[config.mk]
export PLATFORM = sky130hd
export DESIGN_NAME = sorted_priority_queue
export DESIGN_NICKNAME = d
export VERILOG_FILES = /design/src/rtl/spq_pkg.sv /design/src/rtl/sorted_priority_queue.sv /design/src/rtl/spq_cell.sv
export SDC_FILE = /design/constraint.sdc
export NUM_CORES = 1
export LEC_CHECK = 0
export BUFFER_PORTS_ARGS = -buffer_cell sky130_fd_sc_hd__buf_4
export CAP_MARGIN = 20
export CORE_AREA = 2 2 250 375
export CTS_CLUSTER_SIZE = 30
export DETAILED_ROUTE_END_ITERATION = 8
export DIE_AREA = 0 0 252 377
export MAX_ROUTING_LAYER = met4
export REMOVE_ABC_BUFFERS = 1
export SLEW_MARGIN = 10
export SYNTH_ARGS = -nofsm -noshare
export SYNTH_HDL_FRONTEND = slang
export SYNTH_SLANG_ARGS = --single-unit
[constraint.sdc]
create_clock -name clk_i -period 10.05 [get_ports clk_i]
set_clock_uncertainty 0.1 [all_clocks]
set_input_delay 1.005 -clock clk_i [delete_from_list [all_inputs] [get_ports clk_i]]
set_output_delay 1.005 -clock clk_i [all_outputs]
set_load 0.005 [all_outputs]
[src/rtl/spq_pkg.sv]
// shared types, sizes and status codes of the sorted priority queue
// no dependencies; used by spq_cell and sorted_priority_queue
package spq_pkg;

  localparam int CAPACITY  = 16;
  localparam int DATA_BITS = 32;
  localparam int PRIO_BITS = 8;
  localparam int COUNT_W   = $clog2(CAPACITY + 1);
  localparam int FILL_W    = 5;

  localparam logic KIND_INSERT = 1'b0;
  localparam logic KIND_REMOVE = 1'b1;

  localparam logic [1:0] ST_INSERTED = 2'd0;
  localparam logic [1:0] ST_REMOVED  = 2'd1;
  localparam logic [1:0] ST_EMPTY    = 2'd2;
  localparam logic [1:0] ST_FULL     = 2'd3;

  typedef struct packed {
    logic        kind;
    logic [31:0] payload;
    logic [7:0]  prio;
  } in_beat_t;

  typedef struct packed {
    logic [31:0] out_data;
    logic [1:0]  status;
    logic [4:0]  fill;
  } out_beat_t;

  typedef struct packed {
    logic                 insert;
    logic                 remove;
    logic [DATA_BITS-1:0] data;
    logic [PRIO_BITS-1:0] prio;
  } cell_ctl_t;

endpackage

[src/rtl/sorted_priority_queue.sv]
// sorted priority queue top level: chain of spq_cell slots and result register
// depends on spq_pkg and spq_cell
//
// usage: each input beat on in_* is an insert (kind 0, payload and prio) or a
// remove (kind 1). every beat yields exactly one output beat on out_* with the
// removed data, a status code and the fill level after the beat.
// entries sit in a row of cells sorted by descending priority, slot 0 is the
// head; an insert lands behind all entries of equal or higher priority, so
// equal priorities leave first in first out.
// output: the result of a beat is registered and presented in the cycle after it is accepted.
// throughput: one beat per cycle while no result waits or out_ready_i is high;
// every cell compares its priority with the incoming one and shifts toward or
// away from the head in the same cycle.
// stall: while out_ready_i is low with a result waiting, in_ready_o is low;
// the result register holds its beat until taken.
// reset: rst_ni low empties the queue (fill 0) and drops any pending result;
// the cell contents are not cleared, only the fill count.
module sorted_priority_queue (
  input  logic               clk_i,
  input  logic               rst_ni,
  input  logic               in_valid_i,
  output logic               in_ready_o,
  input  spq_pkg::in_beat_t  in_i,
  output logic               out_valid_o,
  input  logic               out_ready_i,
  output spq_pkg::out_beat_t out_o
);

  localparam int CAP = spq_pkg::CAPACITY;
  localparam int CW  = spq_pkg::COUNT_W;

  logic [CW-1:0]                 count_q, count_d;
  logic                          out_valid_q, out_valid_d;
  spq_pkg::out_beat_t            out_q, out_d;
  spq_pkg::cell_ctl_t            ctl;
  logic                          accept, is_full, is_empty;
  logic [CW-1:0]                 fill_next;

  logic [spq_pkg::DATA_BITS-1:0] cell_data [CAP];
  logic [spq_pkg::PRIO_BITS-1:0] cell_prio [CAP];
  logic [CAP-1:0]                cell_ge;
  logic [CAP-1:0]                cell_occ;

  assign in_ready_o = !out_valid_q || out_ready_i;
  assign accept     = in_valid_i && in_ready_o;
  assign is_full    = (count_q == CW'(CAP));
  assign is_empty   = (count_q == '0);

  always_comb begin
    ctl.insert = accept && (in_i.kind == spq_pkg::KIND_INSERT) && !is_full;
    ctl.remove = accept && (in_i.kind == spq_pkg::KIND_REMOVE) && !is_empty;
    ctl.data   = in_i.payload[spq_pkg::DATA_BITS-1:0];
    ctl.prio   = in_i.prio[spq_pkg::PRIO_BITS-1:0];
  end

  genvar g;
  generate
    for (g = 0; g < CAP; g++) begin : g_cell
      logic                          left_ge;
      logic [spq_pkg::DATA_BITS-1:0] left_data, right_data;
      logic [spq_pkg::PRIO_BITS-1:0] left_prio, right_prio;

      assign cell_occ[g] = (CW'(g) < count_q);

      if (g == 0) begin : g_head
        assign left_ge   = 1'b1;
        assign left_data = cell_data[g];
        assign left_prio = cell_prio[g];
      end else begin : g_body
        assign left_ge   = cell_ge[g-1];
        assign left_data = cell_data[g-1];
        assign left_prio = cell_prio[g-1];
      end

      if (g == CAP - 1) begin : g_tail
        assign right_data = cell_data[g];
        assign right_prio = cell_prio[g];
      end else begin : g_mid
        assign right_data = cell_data[g+1];
        assign right_prio = cell_prio[g+1];
      end

      spq_cell u_cell (
        .clk_i       (clk_i),
        .ctl_i       (ctl),
        .occ_i       (cell_occ[g]),
        .left_ge_i   (left_ge),
        .left_data_i (left_data),
        .left_prio_i (left_prio),
        .right_data_i(right_data),
        .right_prio_i(right_prio),
        .data_o      (cell_data[g]),
        .prio_o      (cell_prio[g]),
        .ge_o        (cell_ge[g])
      );
    end
  endgenerate

  always_comb begin
    count_d = count_q;
    if (ctl.insert) begin
      count_d = count_q + CW'(1);
    end else if (ctl.remove) begin
      count_d = count_q - CW'(1);
    end
  end

  assign fill_next = count_d;

  always_comb begin
    out_valid_d = out_valid_q;
    out_d       = out_q;
    if (out_valid_q && out_ready_i) begin
      out_valid_d = 1'b0;
    end
    if (accept) begin
      out_valid_d    = 1'b1;
      out_d.out_data = '0;
      out_d.fill     = 5'(fill_next);
      if (in_i.kind == spq_pkg::KIND_INSERT) begin
        out_d.status = is_full ? spq_pkg::ST_FULL : spq_pkg::ST_INSERTED;
      end else if (is_empty) begin
        out_d.status = spq_pkg::ST_EMPTY;
      end else begin
        out_d.status   = spq_pkg::ST_REMOVED;
        out_d.out_data = 32'(cell_data[0]);
      end
    end
  end

  always_ff @(posedge clk_i or negedge rst_ni) begin
    if (!rst_ni) begin
      count_q     <= '0;
      out_valid_q <= 1'b0;
    end else begin
      count_q     <= count_d;
      out_valid_q <= out_valid_d;
    end
  end

  always_ff @(posedge clk_i) begin
    out_q <= out_d;
  end

  assign out_valid_o = out_valid_q;
  assign out_o       = out_q;

endmodule

[src/rtl/spq_cell.sv]
// one slot of the sorted chain: holds an entry and trades with its neighbors
// depends on spq_pkg
module spq_cell (
  input  logic                          clk_i,
  input  spq_pkg::cell_ctl_t            ctl_i,
  input  logic                          occ_i,
  input  logic                          left_ge_i,
  input  logic [spq_pkg::DATA_BITS-1:0] left_data_i,
  input  logic [spq_pkg::PRIO_BITS-1:0] left_prio_i,
  input  logic [spq_pkg::DATA_BITS-1:0] right_data_i,
  input  logic [spq_pkg::PRIO_BITS-1:0] right_prio_i,
  output logic [spq_pkg::DATA_BITS-1:0] data_o,
  output logic [spq_pkg::PRIO_BITS-1:0] prio_o,
  output logic                          ge_o
);

  logic [spq_pkg::DATA_BITS-1:0] data_q, data_d;
  logic [spq_pkg::PRIO_BITS-1:0] prio_q, prio_d;
  logic                          ge;

  assign ge = occ_i && (prio_q >= ctl_i.prio);

  always_comb begin
    data_d = data_q;
    prio_d = prio_q;
    if (ctl_i.insert && !ge) begin
      if (left_ge_i) begin
        data_d = ctl_i.data;
        prio_d = ctl_i.prio;
      end else begin
        data_d = left_data_i;
        prio_d = left_prio_i;
      end
    end else if (ctl_i.remove) begin
      data_d = right_data_i;
      prio_d = right_prio_i;
    end
  end

  always_ff @(posedge clk_i) begin
    data_q <= data_d;
    prio_q <= prio_d;
  end

  assign data_o = data_q;
  assign prio_o = prio_q;
  assign ge_o   = ge;

endmodule

==> impl_summary.log, run 1 <==
[metrics] slew margin rel.: 27.6%
[metrics] x dimension of the die: 252 µm
[metrics] status: completed
[metrics] final WL: 104000 µm
[metrics] biggest fanout along the worst timing path: 81
[metrics] RSZ-0062 raised after global routing: no
[metrics] commonest non-fill, non-tap cells in the layout: sky130_fd_sc_hd__edfxtp_1 (679), sky130_fd_sc_hd__mux2i_1 (552), sky130_fd_sc_hd__o21ai_0 (485)
[metrics] minimum clock period after layout: 4680 ps
[metrics] endpoint kind of the worst setup timing path: flip-flop
[metrics] starting density of the core: 39.8%
[metrics] H-tree depth: 3
[metrics] flip-flop cell with the highest count after synthesis: sky130_fd_sc_hd__edfxtp_1
[metrics] area of the die: 95000 µm²
[metrics] xor and xnor fraction of the mapped netlist area: 0.120%
[metrics] hold_buf cts: 0
[metrics] fraction of power consumed by sequential logic: 43.6%
[metrics] placeable core region: 91500 µm²
[metrics] Crit Path Category: in2reg
[metrics] placer's final routability congestion estimate: 0.871
[metrics] remaining routing DRC violations: 0
[metrics] number of hold violations in the final report: 0
[metrics] CTS clock-pin slew for the worst setup and hold paths: 60 ps
[metrics] number of warnings printed during yosys synthesis: 0
[metrics] Cell Area, Placed: 38400 µm²
[metrics] startpoint kind of the worst setup timing path: primary input
[metrics] power per cell area: 237 nW/µm²
[metrics] combinational fraction of design power: 29.3%
[metrics] post-synthesis sequential element count: 685
[metrics] fraction of synthesized area in multiplexers: 17.5%
[metrics] TritonCTS clock tree: yes
[metrics] average wire length per cell after detail routing: 23.8 µm
[metrics] Mean Syn Cell Area: 11.5 µm²
[metrics] Post CTS Setup Buffer Count: 0
[metrics] compound-gate portion of the synthesized area: 10.3%
[metrics] number of nets in the layout: 3320
[metrics] setup violation total in the final timing report: 0
[metrics] Final ANT Viol Nets: 0
[metrics] post-cts sizing count: 0
[metrics] leakage: 15.5 nW
[metrics] Synth Area in Adders: 4.53%
[metrics] global-route wire length before repair: 156000 µm
[metrics] TritonCTS Buffers: 70
[metrics] routed via count: 25.0k
[metrics] # Max-Cap Violations: 0
[metrics] sequential share of the synthesized area: 56.3%
[metrics] crit share post-route: 46.6%
[metrics] sum of net half-perimeters after detailed placement: 68100 µm
[metrics] count of pins over their slew limit: 0
[metrics] number of antenna violations at the first check in global routing: 6
[metrics] switching component of the power: 3.23 mW
[metrics] post-synthesis to final-layout area growth: 11.3%
[metrics] buffer depth of the longest clock path: 3
[metrics] worst slew pin tran: 1080 ps
[metrics] VDD IR max: 0.000117 V
[metrics] FF/Latch Area: 20500 µm²
[metrics] First-pass DRT Iterations: 6
[metrics] share of final-layout standard cells stronger than drive strength 1: 11.0%
[metrics] initial drt markers: 1715
[metrics] standard-cell rows: 136
[metrics] dominant combinational cell family by area after synthesis: multiplexers
[metrics] number of sinks handled by clock tree synthesis: 685
[metrics] crit path DAT: 4830 ps
[metrics] maximum number of pins on one net before global-route repair: 82
[metrics] combined area of the multi-input logic cells: 15200 µm²
[metrics] clock latency on the worst-skew pair: 630 ps
[metrics] count of mapped cells out of synthesis: 3162
[metrics] number of filler instances in the final layout: 8593
[metrics] CP required: 10200 ps
[metrics] switching share of total power: 33.5%
[metrics] class of the worst hold path: in2async
[metrics] clock tree root driver cell: sky130_fd_sc_hd__clkbuf_16
[metrics] setup TNS: 0 ps
[metrics] overflow left after global routing: 0
[metrics] height of the die: 377 µm
[metrics] most common cell after layout, fill and taps aside: sky130_fd_sc_hd__edfxtp_1
[metrics] number of distinct library cells after synthesis: 55
[metrics] Global Route Usage Sum: 22.2%
[metrics] upper clock frequency limit: 214 MHz
[metrics] ys async rst share: 0.876%
[metrics] fin area: 40600 µm²
[metrics] DR vias/cell: 5.73
[metrics] internal power of the cells: 6.40 mW
[metrics] Syn Std Cell Area: 36500 µm²
[metrics] Simple-Gate Fraction of Synth Area: 8.17%
[metrics] relative contribution of the clock network to total power: 27.1%
[metrics] via count of the first global-routing pass: 25.8k
[metrics] number of enable flip-flop cells after synthesis: 679
[metrics] port bufs: 85
[metrics] number of primary I/O pins: 86
==> final cells by class <==
| cell class | count | share of cell area, % |
|---|---|---|
| inverter | 30 | 0.278 |
| tap | 1173 | 3.62 |
| multi-input combinational | 2214 | 37.4 |
| timing repair buffer | 142 | 2.69 |
| clock inverter | 37 | 0.836 |
| sequential | 685 | 50.6 |
| antenna | 6 | 0.0370 |
| clock buffer | 83 | 4.54 |
==> cells by family after synthesis <==
family	Yosys count
xor+xnor	5
flops	685
mux	619
simple gates	739
fa+ha+maj	132
compound gates	719
buf+inv	263
==> state kept, by name, indices dropped and copies added, names as in the netlist <==
signal / count
g_cell.u_cell.data_o: 512
out_o: 39
g_cell.u_cell.prio_o: 128
out_valid_o: 1
count_q: 5
==> final timing paths <==
kind                                          from                                     end  slack [ps]  depth (start not counted)
max reg2reg                   count_q[1]$_DFF_PN0_  g_cell[14].u_cell.data_o[19]$_DFFE_PP_        5910                          8
min reg2reg                out_valid_o$_DFFE_PN0P_                 out_valid_o$_DFFE_PN0P_         450                          2
min                                         rst_ni                 out_valid_o$_DFFE_PN0P_          90                          1
max                                        in_i[2]  g_cell[13].u_cell.data_o[11]$_DFFE_PP_        5370                          9
max in group asynchronous                   rst_ni                    count_q[4]$_DFF_PN0_        9650                          1
min in group clk_i         out_valid_o$_DFFE_PN0P_                 out_valid_o$_DFFE_PN0P_         450                          2
==> power by group through the flow <==
stage	sequential [mW]	combinational, mW	clock (mW)
3_5_place_dp	4.25	2.82	0
2_1_floorplan	4.09	2.13	0
3_3_place_gp	4.26	2.78	0
6_report	4.20	2.83	2.61
4_1_cts	4.20	2.83	2.66
5_1_grt	4.24	3.09	2.75
==> through the flow <==
step	hold slack [ps]	std cells	utilization [%]	setup slack (ps)	total power, mW
floorplan	416	2929	-	1130	6.22
global placement	431	4242	41.9	4820	7.04
detailed placement	438	4243	41.9	4780	7.08
CTS	55.0	4363	44.3	5410	9.69
global route	70.4	4370	44.3	5260	10.1
finish	87.8	4370	44.3	5370	9.63
==> worst max-delay path, stage by stage <==
cell                       delay [ps]
sky130_fd_sc_hd__buf_4            200
sky130_fd_sc_hd__inv_1            820
sky130_fd_sc_hd__ha_1             390
sky130_fd_sc_hd__a31o_2           250
sky130_fd_sc_hd__a211oi_1         600
sky130_fd_sc_hd__o311ai_4         150
sky130_fd_sc_hd__buf_4            390
sky130_fd_sc_hd__nand2_2          420
sky130_fd_sc_hd__buf_4            510
==> cell usage after synthesis (2+ instances only) <==
library cell | number | share of area [%]
sky130_fd_sc_hd__nor3_1 | 12 | 0.16
sky130_fd_sc_hd__xor2_1 | 2 | 0.048
sky130_fd_sc_hd__xnor2_1 | 3 | 0.072
sky130_fd_sc_hd__nand2_1 | 497 | 5.1
sky130_fd_sc_hd__mux2_1 | 2 | 0.062
sky130_fd_sc_hd__nor2b_1 | 12 | 0.21
sky130_fd_sc_hd__a211oi_1 | 11 | 0.23
sky130_fd_sc_hd__o22ai_1 | 2 | 0.034
sky130_fd_sc_hd__and3_1 | 2 | 0.034
sky130_fd_sc_hd__o311ai_1 | 2 | 0.048
sky130_fd_sc_hd__o31ai_1 | 2 | 0.041
sky130_fd_sc_hd__a31o_2 | 3 | 0.072
sky130_fd_sc_hd__o21ai_1 | 8 | 0.11
sky130_fd_sc_hd__edfxtp_1 | 679 | 56
sky130_fd_sc_hd__a22oi_1 | 2 | 0.041
sky130_fd_sc_hd__buf_6 | 4 | 0.12
sky130_fd_sc_hd__nor2_1 | 153 | 1.6
sky130_fd_sc_hd__and2_1 | 35 | 0.60
sky130_fd_sc_hd__ha_1 | 132 | 4.5
sky130_fd_sc_hd__inv_1 | 30 | 0.31
sky130_fd_sc_hd__mux2_2 | 35 | 1.1
sky130_fd_sc_hd__dfrtp_1 | 6 | 0.41
sky130_fd_sc_hd__nand3_1 | 5 | 0.069
sky130_fd_sc_hd__a31oi_1 | 2 | 0.034
sky130_fd_sc_hd__buf_2 | 51 | 0.70
sky130_fd_sc_hd__mux2_4 | 30 | 1.2
sky130_fd_sc_hd__a21o_1 | 7 | 0.14
sky130_fd_sc_hd__mux2i_1 | 552 | 15
sky130_fd_sc_hd__nand2b_1 | 11 | 0.19
sky130_fd_sc_hd__o21ai_0 | 486 | 6.7
sky130_fd_sc_hd__buf_1 | 17 | 0.18
sky130_fd_sc_hd__clkbuf_1 | 160 | 1.6
sky130_fd_sc_hd__nand4_1 | 7 | 0.12
sky130_fd_sc_hd__o211a_1 | 2 | 0.055
sky130_fd_sc_hd__o211ai_1 | 2 | 0.041
sky130_fd_sc_hd__a21oi_1 | 177 | 2.4
==> routing by layer <==
layer / up-vias / track usage (%) / share of wire (%)
met4: 0 / 7.75 / 3.3
met1: 12700 / 25.2 / 40
met2: 551 / 39.9 / 53
li1: 11600 / - / -
met3: 192 / 2.92 / 3.9
met5: - / - / 0
No activity file was read; power rests on OpenSTA's default activity.
==> run 2, diff against run 1 <==
Settings changed: ABC_AREA from default to 1, CORE_AREA 2 2 250 375 to 2 2 262 393, DIE_AREA 0 0 252 377 to 0 0 264 395.
Clock period 10.05 ns to 4.2 ns, I/O delays scaled along.
==> run 2 against run 1 <==
Register-to-register slack worse by 5200 ps. Global-route usage is 4.0 points higher. First-iteration DRC count is 97% higher. Wire length is 30% higher. Sequential power grew to 2.6 times the previous value. Clock power is 140% higher. Flip-flop and latch count stayed put. Largest cell class unchanged. Area after synthesis is 10% higher. Final area is 9.2% higher. Core utilization is 0.40 points lower. Sequential share of layout area is 4.3 points lower.
==> impl_summary.log, run 2 <==
[metrics] status: completed
[metrics] dominant combinational cell family by area after synthesis: simple AND/OR/NAND/NOR gates
[metrics] area of the die: 104000 µm²
[metrics] VDD IR max: 0.000529 V
[metrics] power per cell area: 639 nW/µm²
[metrics] setup violation total in the final timing report: 0
[metrics] number of antenna violations at the first check in global routing: 3
[metrics] buffer depth of the longest clock path: 3
[metrics] height of the die: 395 µm
[metrics] setup TNS: 0 ps
[metrics] final WL: 135000 µm
[metrics] most common cell after layout, fill and taps aside: sky130_fd_sc_hd__nand2_1
[metrics] number of nets in the layout: 5390
[metrics] total power after layout: 28.3 mW
[metrics] Simple-Gate Fraction of Synth Area: 37.4%
[metrics] Final ANT Viol Nets: 0
[metrics] CP required: 4630 ps
[metrics] crit path DAT: 3960 ps
[metrics] number of hold violations in the final report: 0
[metrics] sum of net half-perimeters after detailed placement: 91800 µm
[metrics] sequential share of the synthesized area: 51.2%
[metrics] # Max-Cap Violations: 0
[metrics] DR vias/cell: 5.33
[metrics] count of pins over their slew limit: 0
[metrics] library cell occupying the most area in the post-synthesis netlist: sky130_fd_sc_hd__edfxtp_1
[metrics] flip-flop cell with the highest count after synthesis: sky130_fd_sc_hd__edfxtp_1
[metrics] number of primary I/O pins: 86
[metrics] placer's final routability congestion estimate: 0.918
[metrics] worst setup timing slack at the placement stage: 675 ps
[metrics] standard-cell rows: 143
[metrics] First-pass DRT Iterations: 6
[metrics] share of final-layout standard cells stronger than drive strength 1: 6.40%
[metrics] ys async rst share: 0.876%
[metrics] cell types with the highest counts after synthesis: sky130_fd_sc_hd__nand2_1 (3135), sky130_fd_sc_hd__edfxtp_1 (679), sky130_fd_sc_hd__nand3_1 (563), sky130_fd_sc_hd__clkbuf_1 (215), sky130_fd_sc_hd__inv_1 (162)
[metrics] number of distinct library cells after synthesis: 30
[metrics] slew margin rel.: 37.2%
[metrics] class of the worst hold path: in2reg
[metrics] Global Route Usage Sum: 26.2%
[metrics] worst slew pin tran: 943 ps
[metrics] number of enable flip-flop cells after synthesis: 679
[metrics] clock latency on the worst-skew pair: 660 ps
[metrics] endpoint kind of the worst setup timing path: flip-flop
[metrics] post-cts sizing count: 0
[metrics] Synth Area in Adders: 4.12%
[metrics] remaining routing DRC violations: 0
[metrics] upper clock frequency limit: 283 MHz
[metrics] post-synthesis sequential element count: 685
[metrics] RSZ-0062 raised after global routing: no
[metrics] commonest non-fill, non-tap cells in the layout: sky130_fd_sc_hd__nand2_1 (3119), sky130_fd_sc_hd__edfxtp_1 (679), sky130_fd_sc_hd__nand3_1 (563)
[metrics] fin worst setup slack: 671 ps
[metrics] xor and xnor fraction of the mapped netlist area: 0.0218%
[metrics] Largest register FFs: 512
[metrics] biggest fanout along the worst timing path: 40
[metrics] H-tree depth: 3
[metrics] clock tree root driver cell: sky130_fd_sc_hd__clkbuf_16
[metrics] post-synthesis to final-layout area growth: 10.5%
[metrics] startpoint kind of the worst setup timing path: flip-flop
[metrics] leakage: 21.4 nW
[metrics] number of sinks handled by clock tree synthesis: 685
[metrics] initial drt markers: 3376
[metrics] x dimension of the die: 264 µm
[metrics] most frequent cell after synthesis: sky130_fd_sc_hd__nand2_1
[metrics] Crit Path Category: reg2reg
[metrics] cells taking the most area after synthesis: sky130_fd_sc_hd__edfxtp_1 (51%), sky130_fd_sc_hd__nand2_1 (29%), sky130_fd_sc_hd__nand3_1 (7.0%)
[metrics] starting density of the core: 39.7%
[metrics] overflow left after global routing: 0
[metrics] count of mapped cells out of synthesis: 5285
[metrics] maximum number of pins on one net before global-route repair: 81
[metrics] number of filler instances in the final layout: 10.2k
[metrics] Syn Std Cell Area: 40100 µm²
[metrics] TritonCTS Buffers: 70
[metrics] minimum clock period after layout: 3530 ps
[metrics] CTS clock-pin slew for the worst setup and hold paths: 60 ps
[metrics] placeable core region: 101000 µm²
[metrics] Mean Syn Cell Area: 7.59 µm²
[metrics] port bufs: 85
[metrics] via count of the first global-routing pass: 33.9k
[metrics] crit share post-route: 84.0%
[metrics] TritonCTS clock tree: yes
[metrics] number of warnings printed during yosys synthesis: 0
[metrics] compound-gate portion of the synthesized area: 1.97%
[metrics] global-route wire length before repair: 206000 µm
[metrics] fraction of synthesized area in multiplexers: 0%
[metrics] average wire length per cell after detail routing: 20.5 µm
[metrics] routed via count: 35.0k
[metrics] Synth top area share: 50.8%
[run 2: cell types whose count changed in the layout (fill, tap and decap cells not counted), sizes merged, moves of 11 or more]
cell / previous run / this run
mux2i: 552 / 0
nor2: 153 / 87
nand3: 5 / 563
nor2b: 12 / 0
o21a: 1 / 14
inv: 33 / 185
a211oi: 12 / 0
nand2b: 11 / 0
and2: 35 / 0
mux2: 67 / 0
nand2: 497 / 3139
buf: 142 / 194
a21oi: 177 / 38
o21ai: 494 / 90
[run 2: final timing paths]
path | end | slack [ps] | cells past startpoint | start
max | g_cell[13].u_cell.data_o[10]$_DFFE_PP_ | 670 | 11 | count_q[0]$_DFF_PN0_
min | out_o[6]$_DFFE_PP_ | 140 | 4 | in_i[40]
max reg2reg | g_cell[13].u_cell.data_o[10]$_DFFE_PP_ | 670 | 11 | count_q[0]$_DFF_PN0_
min reg2reg | g_cell[14].u_cell.data_o[9]$_DFFE_PP_ | 430 | 2 | g_cell[15].u_cell.data_o[9]$_DFFE_PP_
max in group asynchronous | out_valid_o$_DFFE_PN0P_ | 3150 | 3 | rst_ni
min in group asynchronous | count_q[0]$_DFF_PN0_ | 630 | 3 | rst_ni
[run 2: repair_timing]
item	4_1_cts	5_1_grt
hold endpoints to repair	7	0
hold buffers	4	0
buffers inserted	0	0
[run 2: kinds of logic after synthesis]
group           after synthesis
fa+ha+maj                   132
compound gates              146
buf+inv                     526
simple gates               3795
xor+xnor                      1
flops                       685
[run 2: metrics by stage]
stage	hold slack, ps	area [µm²]	util [%]	cells
floorplan	24.4	38700	-	4943
global placement	134	42100	41.7	6441
detailed placement	135	42100	41.7	6441
CTS	100	44300	43.9	6570
global route	141	44300	43.9	6571
finish	139	44300	43.9	6573
[run 2: cell type report]
class / count / area [µm²] / area share [%]
flip-flops and latches: 685 / 20500 / 46.4
multi-input cells: 4074 / 17600 / 39.6
clock buffers: 92 / 1880 / 4.23
repair buffers: 198 / 1740 / 3.93
well taps: 1305 / 1630 / 3.68
inverters: 184 / 691 / 1.56
clock inverters: 33 / 267 / 0.601
diodes: 2 / 5.00 / 0.0113
[run 2: critical path, stage by stage (launching register included)]
cell,delay (ps)
sky130_fd_sc_hd__dfrtp_1,470
sky130_fd_sc_hd__inv_2,170
sky130_fd_sc_hd__ha_1,250
sky130_fd_sc_hd__inv_1,60
sky130_fd_sc_hd__nor3_1,50
sky130_fd_sc_hd__nand2_1,100
sky130_fd_sc_hd__nand2_2,90
sky130_fd_sc_hd__nor2_4,610
sky130_fd_sc_hd__nand2_2,400
sky130_fd_sc_hd__inv_2,780
sky130_fd_sc_hd__nand2_1,180
sky130_fd_sc_hd__nand2_1,100
[run 2: per-layer routing]
layer | wire, µm | up-vias | part of all wire, % | GRT usage [%]
met4 | 4710 | 0 | 3.5 | 9.47
met1 | 53300 | 16300 | 40 | 32.0
met2 | 66200 | 1586 | 49 | 44.7
li1 | - | 16800 | - | -
met5 | 0 | - | 0 | -
met3 | 10400 | 315 | 7.7 | 3.14
[run 2: report_power, final]
part | leakage (nW) | switching (mW) | total (mW) | internal (mW)
sequential | 6.52 | 0.961 | 10.8 | 9.81
clock | 1.04 | 2.82 | 6.17 | 3.35
combinational | 13.9 | 8.23 | 11.4 | 3.15
total | 21.4 | 12.0 | 28.3 | 16.3
